### config.mk
export PLATFORM = sky130hd
export DESIGN_NAME = sliding_window_log_rate_limiter_core_flat
export DESIGN_NICKNAME = d
export VERILOG_FILES = /design/src/rtl/core/swlrl_pkg.sv /design/src/rtl/core/swlrl_if.sv /design/src/rtl/core/swlrl_ring_mem.sv /design/src/rtl/core/swlrl_ctrl.sv /design/src/rtl/core/sliding_window_log_rate_limiter_core.sv /design/src/flat_wrapper.sv
export SDC_FILE = /design/constraint.sdc
export NUM_CORES = 2
export LEC_CHECK = 0
export BUFFER_PORTS_ARGS = -buffer_cell sky130_fd_sc_hd__buf_2
export CAP_MARGIN = 30
export CORE_UTILIZATION = 30
export DETAILED_ROUTE_END_ITERATION = 7
export GPL_TIMING_DRIVEN = 0
export PLACE_DENSITY_LB_ADDON = 0.08
export SYNTH_ARGS = -nofsm -noshare
export SYNTH_HDL_FRONTEND = slang
export SYNTH_HIERARCHICAL = 1
export SYNTH_SLANG_ARGS = --single-unit
export TNS_END_PERCENT = 1
### constraint.sdc
create_clock -name clk_i -period 8.4 [get_ports clk_i]
set_clock_uncertainty 0.05 [all_clocks]
set_input_delay 1.68 -clock clk_i [delete_from_list [all_inputs] [get_ports clk_i]]
set_output_delay 1.68 -clock clk_i [all_outputs]
set_load 0.02 [all_outputs]
### src/rtl/core/swlrl_pkg.sv
package swlrl_pkg;

  localparam int RING_DEPTH = 64;
  localparam int IDX_W      = (RING_DEPTH > 1) ? $clog2(RING_DEPTH) : 1;
  localparam int CNT_W      = $clog2(RING_DEPTH + 1);

  localparam int STAMP_W  = 32;
  localparam int MAXREQ_W = 7;
  localparam int WINDOW_W = 31;
  localparam int REMAIN_W = 7;
  localparam int RETRY_W  = 31;
  localparam int CFG_IDX_W  = 8;
  localparam int CFG_DATA_W = 32;

  localparam logic [MAXREQ_W-1:0] MAXREQ_RESET = MAXREQ_W'(10);
  localparam logic [WINDOW_W-1:0] WINDOW_RESET = WINDOW_W'(1000);

  typedef enum logic [CFG_IDX_W-1:0] {
    CFG_MAX_REQUESTS = 8'd0,
    CFG_WINDOW_MS    = 8'd1
  } cfg_idx_e;

  typedef enum logic {
    ST_IDLE,
    ST_CHECK
  } ctrl_state_e;

  typedef struct packed {
    logic               rd_en;
    logic [IDX_W-1:0]   rd_addr;
    logic               wr_en;
    logic [IDX_W-1:0]   wr_addr;
    logic [STAMP_W-1:0] wr_data;
  } mem_req_t;

endpackage

### src/rtl/core/swlrl_if.sv
interface swlrl_req_if;
  import swlrl_pkg::*;
  logic               valid;
  logic               ready;
  logic [STAMP_W-1:0] now_ms;
  modport source (output valid, output now_ms, input ready);
  modport sink   (input valid, input now_ms, output ready);
endinterface

interface swlrl_rsp_if;
  import swlrl_pkg::*;
  logic                valid;
  logic                ready;
  logic                allowed;
  logic [REMAIN_W-1:0] remaining;
  logic [RETRY_W-1:0]  retry_after_ms;
  modport source (output valid, output allowed, output remaining, output retry_after_ms,
                  input ready);
  modport sink   (input valid, input allowed, input remaining, input retry_after_ms,
                  output ready);
endinterface

interface swlrl_cfg_if;
  import swlrl_pkg::*;
  logic                  valid;
  logic                  ready;
  logic [CFG_IDX_W-1:0]  index;
  logic [CFG_DATA_W-1:0] data;
  modport source (output valid, output index, output data, input ready);
  modport sink   (input valid, input index, input data, output ready);
endinterface

### src/rtl/core/swlrl_ring_mem.sv
module swlrl_ring_mem (
  input  logic                       clk_i,
  input  swlrl_pkg::mem_req_t        mem_req_i,
  output logic [swlrl_pkg::STAMP_W-1:0] rd_data_o
);
  import swlrl_pkg::*;

  logic [STAMP_W-1:0] ring_mem [RING_DEPTH];
  logic [STAMP_W-1:0] rd_data_q;

  always_ff @(posedge clk_i) begin
    if (mem_req_i.wr_en) begin
      ring_mem[mem_req_i.wr_addr] <= mem_req_i.wr_data;
    end
  end

  always_ff @(posedge clk_i) begin
    if (mem_req_i.rd_en) begin
      rd_data_q <= ring_mem[mem_req_i.rd_addr];
    end
  end

  assign rd_data_o = rd_data_q;

endmodule

### src/rtl/core/swlrl_ctrl.sv
module swlrl_ctrl (
  input  logic                           clk_i,
  input  logic                           rst_ni,
  swlrl_req_if.sink                      req_i,
  swlrl_rsp_if.source                    rsp_o,
  input  logic [swlrl_pkg::MAXREQ_W-1:0] max_req_i,
  input  logic [swlrl_pkg::WINDOW_W-1:0] window_i,
  output swlrl_pkg::mem_req_t            mem_req_o,
  input  logic [swlrl_pkg::STAMP_W-1:0]  rd_data_i
);
  import swlrl_pkg::*;

  ctrl_state_e          state_q, state_d;
  logic [IDX_W-1:0]     head_q;
  logic [CNT_W-1:0]     count_q;
  logic [STAMP_W-1:0]   now_q;
  logic                 out_valid_q;
  logic                 allowed_q;
  logic [REMAIN_W-1:0]  remaining_q;
  logic [RETRY_W-1:0]   retry_q;

  logic [STAMP_W-1:0]   age;
  logic                 expire;
  logic                 out_free;
  logic                 finish;
  logic                 admit;
  logic [CNT_W-1:0]     limit;
  logic [IDX_W-1:0]     head_inc;
  logic [CNT_W:0]       tail_sum;
  logic [IDX_W-1:0]     tail;
  logic                 req_fire;

  assign req_fire = req_i.valid && req_i.ready;
  assign age      = now_q - rd_data_i;
  assign expire   = (state_q == ST_CHECK) && (count_q != '0)
                    && (age >= {1'b0, window_i});
  assign out_free = !out_valid_q || rsp_o.ready;
  assign finish   = (state_q == ST_CHECK) && !expire && out_free;
  assign limit    = (32'(max_req_i) > RING_DEPTH) ? CNT_W'(RING_DEPTH) : CNT_W'(max_req_i);
  assign admit    = count_q < limit;
  assign head_inc = (head_q == IDX_W'(RING_DEPTH - 1)) ? '0 : head_q + IDX_W'(1);
  assign tail_sum = (CNT_W+1)'(head_q) + (CNT_W+1)'(count_q);
  assign tail     = (tail_sum >= (CNT_W+1)'(RING_DEPTH))
                    ? IDX_W'(tail_sum - (CNT_W+1)'(RING_DEPTH)) : IDX_W'(tail_sum);

  // next state
  always_comb begin
    state_d = state_q;
    unique case (state_q)
      ST_IDLE:  if (req_i.valid) state_d = ST_CHECK;
      ST_CHECK: if (finish) state_d = ST_IDLE;
      default:  state_d = ST_IDLE;
    endcase
  end

  // outputs
  always_comb begin
    req_i.ready       = 1'b0;
    mem_req_o         = '0;
    mem_req_o.wr_addr = tail;
    mem_req_o.wr_data = now_q;
    mem_req_o.rd_addr = head_q;
    unique case (state_q)
      ST_IDLE: begin
        req_i.ready     = 1'b1;
        mem_req_o.rd_en = req_i.valid;
      end
      ST_CHECK: begin
        // expired head: pop it and fetch the next one
        mem_req_o.rd_en   = expire;
        mem_req_o.rd_addr = head_inc;
        mem_req_o.wr_en   = finish && admit;
      end
      default: ;
    endcase
  end

  always_ff @(posedge clk_i or negedge rst_ni) begin
    if (!rst_ni) begin
      state_q     <= ST_IDLE;
      head_q      <= '0;
      count_q     <= '0;
      out_valid_q <= 1'b0;
    end else begin
      state_q <= state_d;
      if (expire) begin
        head_q  <= head_inc;
        count_q <= count_q - CNT_W'(1);
      end else if (finish && admit) begin
        count_q <= count_q + CNT_W'(1);
      end
      if (finish) begin
        out_valid_q <= 1'b1;
      end else if (rsp_o.ready) begin
        out_valid_q <= 1'b0;
      end
    end
  end

  always_ff @(posedge clk_i) begin
    if (req_fire) begin
      now_q <= req_i.now_ms;
    end
    if (finish) begin
      allowed_q   <= admit;
      remaining_q <= admit ? REMAIN_W'(limit - count_q - CNT_W'(1)) : '0;
      retry_q     <= (!admit && count_q != '0) ? window_i - age[RETRY_W-1:0] : '0;
    end
  end

  assign rsp_o.valid          = out_valid_q;
  assign rsp_o.allowed        = allowed_q;
  assign rsp_o.remaining      = remaining_q;
  assign rsp_o.retry_after_ms = retry_q;

endmodule

### src/rtl/core/sliding_window_log_rate_limiter_core.sv
// channel | dir | fields                              | beat when
// req_i   | in  | now_ms[31:0]                        | valid && ready
// rsp_o   | out | allowed, remaining[6:0], retry[30:0] | valid && ready
// cfg_i   | in  | index[7:0], data[31:0]              | valid && ready (always ready)
//
// a request reads the oldest ring entry, then pops every expired entry from the ring;
// each pop is one registered read of the timestamp ram (separate read and write ports).
// reset empties the ring at once (head and count cleared), no clearing pass.
// a finished result sits in the output register; a stalled rsp_o holds the
// next request in the check state until the register frees.
module sliding_window_log_rate_limiter_core (
  input  logic        clk_i,
  input  logic        rst_ni,
  swlrl_req_if.sink   req_i,
  swlrl_rsp_if.source rsp_o,
  swlrl_cfg_if.sink   cfg_i
);
  import swlrl_pkg::*;

  logic [MAXREQ_W-1:0] max_req_q;
  logic [WINDOW_W-1:0] window_q;
  mem_req_t            mem_req;
  logic [STAMP_W-1:0]  rd_data;

  assign cfg_i.ready = 1'b1;

  always_ff @(posedge clk_i or negedge rst_ni) begin
    if (!rst_ni) begin
      max_req_q <= MAXREQ_RESET;
      window_q  <= WINDOW_RESET;
    end else if (cfg_i.valid) begin
      unique case (cfg_i.index)
        CFG_MAX_REQUESTS: max_req_q <= cfg_i.data[MAXREQ_W-1:0];
        CFG_WINDOW_MS:    window_q  <= cfg_i.data[WINDOW_W-1:0];
        default: ;
      endcase
    end
  end

  swlrl_ctrl u_ctrl (
    .clk_i     (clk_i),
    .rst_ni    (rst_ni),
    .req_i     (req_i),
    .rsp_o     (rsp_o),
    .max_req_i (max_req_q),
    .window_i  (window_q),
    .mem_req_o (mem_req),
    .rd_data_i (rd_data)
  );

  swlrl_ring_mem u_ring_mem (
    .clk_i     (clk_i),
    .mem_req_i (mem_req),
    .rd_data_o (rd_data)
  );

endmodule

### src/flat_wrapper.sv
// flat-port wrapper written by rule: the top's interface ports become plain ports
module sliding_window_log_rate_limiter_core_flat import swlrl_pkg::*;
  (clk_i, rst_ni, req_i_valid, req_i_now_ms, req_i_ready, rsp_o_valid, rsp_o_allowed, rsp_o_remaining, rsp_o_retry_after_ms, rsp_o_ready, cfg_i_valid, cfg_i_index, cfg_i_data, cfg_i_ready);
  swlrl_req_if req_i_i ();
  swlrl_rsp_if rsp_o_i ();
  swlrl_cfg_if cfg_i_i ();
  input  logic clk_i;
  input  logic rst_ni;
  input wire logic [$bits(req_i_i.valid)-1:0] req_i_valid;
  input wire logic [$bits(req_i_i.now_ms)-1:0] req_i_now_ms;
  output wire logic [$bits(req_i_i.ready)-1:0] req_i_ready;
  output wire logic [$bits(rsp_o_i.valid)-1:0] rsp_o_valid;
  output wire logic [$bits(rsp_o_i.allowed)-1:0] rsp_o_allowed;
  output wire logic [$bits(rsp_o_i.remaining)-1:0] rsp_o_remaining;
  output wire logic [$bits(rsp_o_i.retry_after_ms)-1:0] rsp_o_retry_after_ms;
  input wire logic [$bits(rsp_o_i.ready)-1:0] rsp_o_ready;
  input wire logic [$bits(cfg_i_i.valid)-1:0] cfg_i_valid;
  input wire logic [$bits(cfg_i_i.index)-1:0] cfg_i_index;
  input wire logic [$bits(cfg_i_i.data)-1:0] cfg_i_data;
  output wire logic [$bits(cfg_i_i.ready)-1:0] cfg_i_ready;
  assign req_i_i.valid = req_i_valid;
  assign req_i_i.now_ms = req_i_now_ms;
  assign req_i_ready = req_i_i.ready;
  assign rsp_o_valid = rsp_o_i.valid;
  assign rsp_o_allowed = rsp_o_i.allowed;
  assign rsp_o_remaining = rsp_o_i.remaining;
  assign rsp_o_retry_after_ms = rsp_o_i.retry_after_ms;
  assign rsp_o_i.ready = rsp_o_ready;
  assign cfg_i_i.valid = cfg_i_valid;
  assign cfg_i_i.index = cfg_i_index;
  assign cfg_i_i.data = cfg_i_data;
  assign cfg_i_ready = cfg_i_i.ready;
  sliding_window_log_rate_limiter_core u_core (.clk_i(clk_i), .rst_ni(rst_ni), .req_i(req_i_i), .rsp_o(rsp_o_i), .cfg_i(cfg_i_i));
endmodule
==> flow_summary_export.csv <==
group,metric,value,unit
logic_synthesis,synth_cells,4268,
route,drtIter0Drc,5087,
clock_network,insertion_delay,0.94,ns
finish,final_util,37.02,%
floorplanning,die-area,0.2963,mm2
global_route,antenna_found_initial,12,
logic_synthesis,synth_top_cell_area_share,73.21,%
setup_path,crit_path_max_fanout,13,
floorplanning,initial_utilization,30.23,%
clock_network,numCtsBuffers,245,
floorplanning,io_pins,119,
clock_network,cts_num_sinks,2204,
setup_path,cp-start-kind,"flip-flop",
setup_path,worstPathRequired,8.93,ns
logic_synthesis,ys_seq_area_share,74.73,%
logic_synthesis,synth_flop_cell,"edfxtp_1",
sta,post-route-period-util,100.2,%
finish,final_nets,5148,
finish,drive_gt1_share,30.13,%
status,violations,"negative setup slack",
clock_network,cts_tree,"yes",
sta,fin_crit,8.420,ns
logic_synthesis,syn_avg_cell_area,20.67,um2
setup_path,crit_cells,26,
logic_synthesis,yosys_warnings,6,
route,drt-total-wl,323300,um
power_and_ir_drop,vdd_ir_drop_max,0.0002219,V
setup_path,r2r_cells,26,
global_route,grt_pass1_wl,430500,um
sta,worst_slack,-0.02037,ns
logic_synthesis,synth_area,0.08823,mm2
logic_synthesis,post_synth_num_cell_types,88,
worst_hold_path,whs_path_depth,1,
setup_path,crit_family,"simple AND/OR/NAND/NOR gates",
finish,area_delta_synth_final,22.47,%
global_route,grt_pass1_vias,47050,
setup_path,slowest_stage,"nor2_4",
global_route,overflow,0,
placement,port_buffers,116,
route,first_pass_iters,5,
placement,gp_congestion,0.7835,
finish,fillers,26790,
sta,slew_headroom,28.88,%
route,drc,0,
placement,pre_cts_slack,-0.9371,ns
clock_network,clock_path_buffers,4,
status,status,"finished, violations left",
sta,rsz0062_at_grt,"true",
setup_path,crit_path_end_kind,"flip-flop",
logic_synthesis,synth_edf_count,2151,
sta,tns,-0.09712,ns
route,via_count,46920,
job,max_cap_violations,0,
placement,dp_hpwl,230000,um
global_route,grt_use_total,21.73,%
power_and_ir_drop,power_density,410.0,mW/mm2
logic_synthesis,yosysTopAreaCell,"edfxtp_1",
route,antenna_left,0,
sta,setup_violations,10,
route,drt-wirelength-per-cell,35.72,um
floorplanning,row_count,198,
setup_path,arrival,8.95,ns
logic_synthesis,synth_nets,4465,
clock_network,root_buffer,"clkbuf_16",
floorplanning,die_w,544.3,um
setup_path,critPathMaxStageDelay,0.83,ns
worst_hold_path,min-delay-path-class,"flip-flop to flip-flop",
logic_synthesis,synthTopCellsByArea,"edfxtp_1 73%, mux4_2 14%, ha_1 1.6%",
setup_path,path_class,"flip-flop to flip-flop",
sta,drv_slew,0,
clock_network,htree_num_levels,4,
sta,timing.fmax,118.8,MHz
floorplanning,die_h,544.3,um
logic_synthesis,ys_seq_elements,2204,
power_and_ir_drop,p_total,44.30,mW
route,vias_per_cell,5.183,
setup_path,worst-path-buf-inv,4,
power_and_ir_drop,p_leak,35.40,nW
floorplanning,core,0.2918,mm2
global_route,grt_max_degree,33,
sta,timing.final.hold_violations,0,
sta,worstMarginPinSlew,1.067,ns
logic_synthesis,synthArstFlopShare,2.405,%
clock_network,clkTransAtPathRegs,0.06,ns
-- cells by family (layout without fill, tap and decap cells) --
group                    Yosys count  after routing  share of synthesized area (%)
XOR/XNOR                          78             78                         0.7743
AND/OR/NAND/NOR                  423            423                          2.222
multiplexers                     685            685                          15.67
AO/OA/AOI/OAI                    418            418                          3.106
adder cells (fa/ha/maj)          120            120                          1.744
other                              1              6                       0.004250
buffers and inverters            339           1219                          1.751
flip-flops                      2204           2204                          74.73
-- cell type report --
cell class,instances,area [um2],share of cell area [%]
Clock inverter,124,839.6,0.7770
Antenna cell,5,12.51,0.01158
Buffer,202,1041,0.9634
Tap cell,3900,4880,4.516
Inverter,137,514.2,0.4759
Multi-Input combinational cell,1725,21310,19.72
Timing Repair Buffer,436,6967,6.448
Clock buffer,320,6558,6.069
Sequential cell,2204,65930,61.02
-- cell usage in the layout (no fill, tap or decap), types with 86 or more instances in the layout --
master     Yosys  final
a21oi_1      129    127
buf_12         3    122
buf_16         0    104
buf_2         58    176
clkbuf_1      86    145
clkbuf_16      0    249
edfxtp_1    2151   2151
ha_1         115    114
inv_1        136    136
mux2i_1      100    100
mux4_2       544    544
nor2_1       204    140
o22ai_1       86     86
-- per-stage QoR --
step | instance area, um2 | cells | hold WS, ns
2_1_floorplan | 88230 | 4268 | 0.4223
3_3_place_gp | 93690 | 8284 | 0.4393
3_5_place_dp | 100300 | 8571 | 0.4427
4_1_cts | 107900 | 9040 | 0.4567
5_1_grt | 108000 | 9049 | 0.4880
6_report | 108100 | 9053 | 0.4535
-- flip-flops by register name (all words and copies together), names as in the netlist --
name,count
u_core/u_ctrl/state_q,1
u_core/u_ctrl/now_q,32
u_core/window_q,31
u_core/max_req_q,7
u_core/u_ctrl/head_q,6
u_core/u_ring_mem/rd_data_o,32
u_core/u_ctrl/rsp_o.retry_after_ms,31
u_core/u_ctrl/rsp_o.allowed,1
u_core/u_ctrl/rsp_o.valid,1
u_core/u_ring_mem/ring_mem,2048
u_core/u_ctrl/count_q,7
u_core/u_ctrl/rsp_o.remaining,7
-- per-layer routing --
metal  share of wire [%]  global-route usage, %  up-vias
met5                   0                      0        -
met4                 3.3                  6.837        0
met3                 6.0                  3.606      398
li1                    -                      -    19010
met2                  46                  34.12     1670
met1                  45                  30.69    25850
-- worst register-to-register path: stages (launching register included) --
cell	delay, ns
edfxtp_1	0.64
buf_16	0.27
ha_1	0.32
nor2b_1	0.15
o31a_1	0.28
and3_1	0.22
o311ai_2	0.34
a31oi_2	0.19
o21ba_1	0.26
a31oi_2	0.26
o21bai_1	0.09
a21o_1	0.21
xor2_1	0.16
ha_1	0.35
or3_1	0.34
o211ai_2	0.10
or4b_2	0.61
a21o_1	0.18
o41ai_1	0.06
a211o_2	0.32
buf_6	0.22
inv_2	0.13
nor2_4	0.29
nor2b_1	0.41
nand2_1	0.52
nor2_4	0.83
buf_12	0.27
-- cell usage after synthesis (all sizes together), types with 50 or more instances --
cell,n
a21oi,130
clkbuf,87
buf,115
inv,137
mux4,544
edfxtp,2151
o22ai,86
ha,115
nor2,204
nand2,72
xnor2,50
mux2i,100
-- what timing repair did --
action | CTS | global route
gates resized for setup | 5 | 9
buffers inserted | 25 | 4
hold buffers | 0 | 0
pin swaps | 16 | 9
endpoints found under the setup margin | 2017 | 1263
cloned | 0 | 0
-- path summary, 6_finish.rpt --
kind                            slack, ns                   start                                 end
worst max-delay path                -0.02  u_core/u_ctrl/now_q[1]  u_core/u_ring_mem/ring_mem[28][21]
worst min-delay path                 0.45     u_core/max_req_q[0]                 u_core/max_req_q[0]
worst max register to register      -0.02  u_core/u_ctrl/now_q[1]  u_core/u_ring_mem/ring_mem[28][21]
worst min register to register       0.45     u_core/max_req_q[0]                 u_core/max_req_q[0]
max in group asynchronous            6.78                  rst_ni                  u_core/window_q[9]
min in group asynchronous            0.80                  rst_ni            u_core/u_ctrl/count_q[1]
-- power by group --
| part | switching, mW | internal (mW) | leakage (nW) |
|---|---|---|---|
| Combinational | 13.0 | 7.76 | 11.7 |
| Clock | 4.43 | 5.69 | 3.63 |
| Sequential | 0.264 | 13.2 | 20.1 |
| Total | 17.7 | 26.6 | 35.4 |
(Power assumes the default switching activity.)
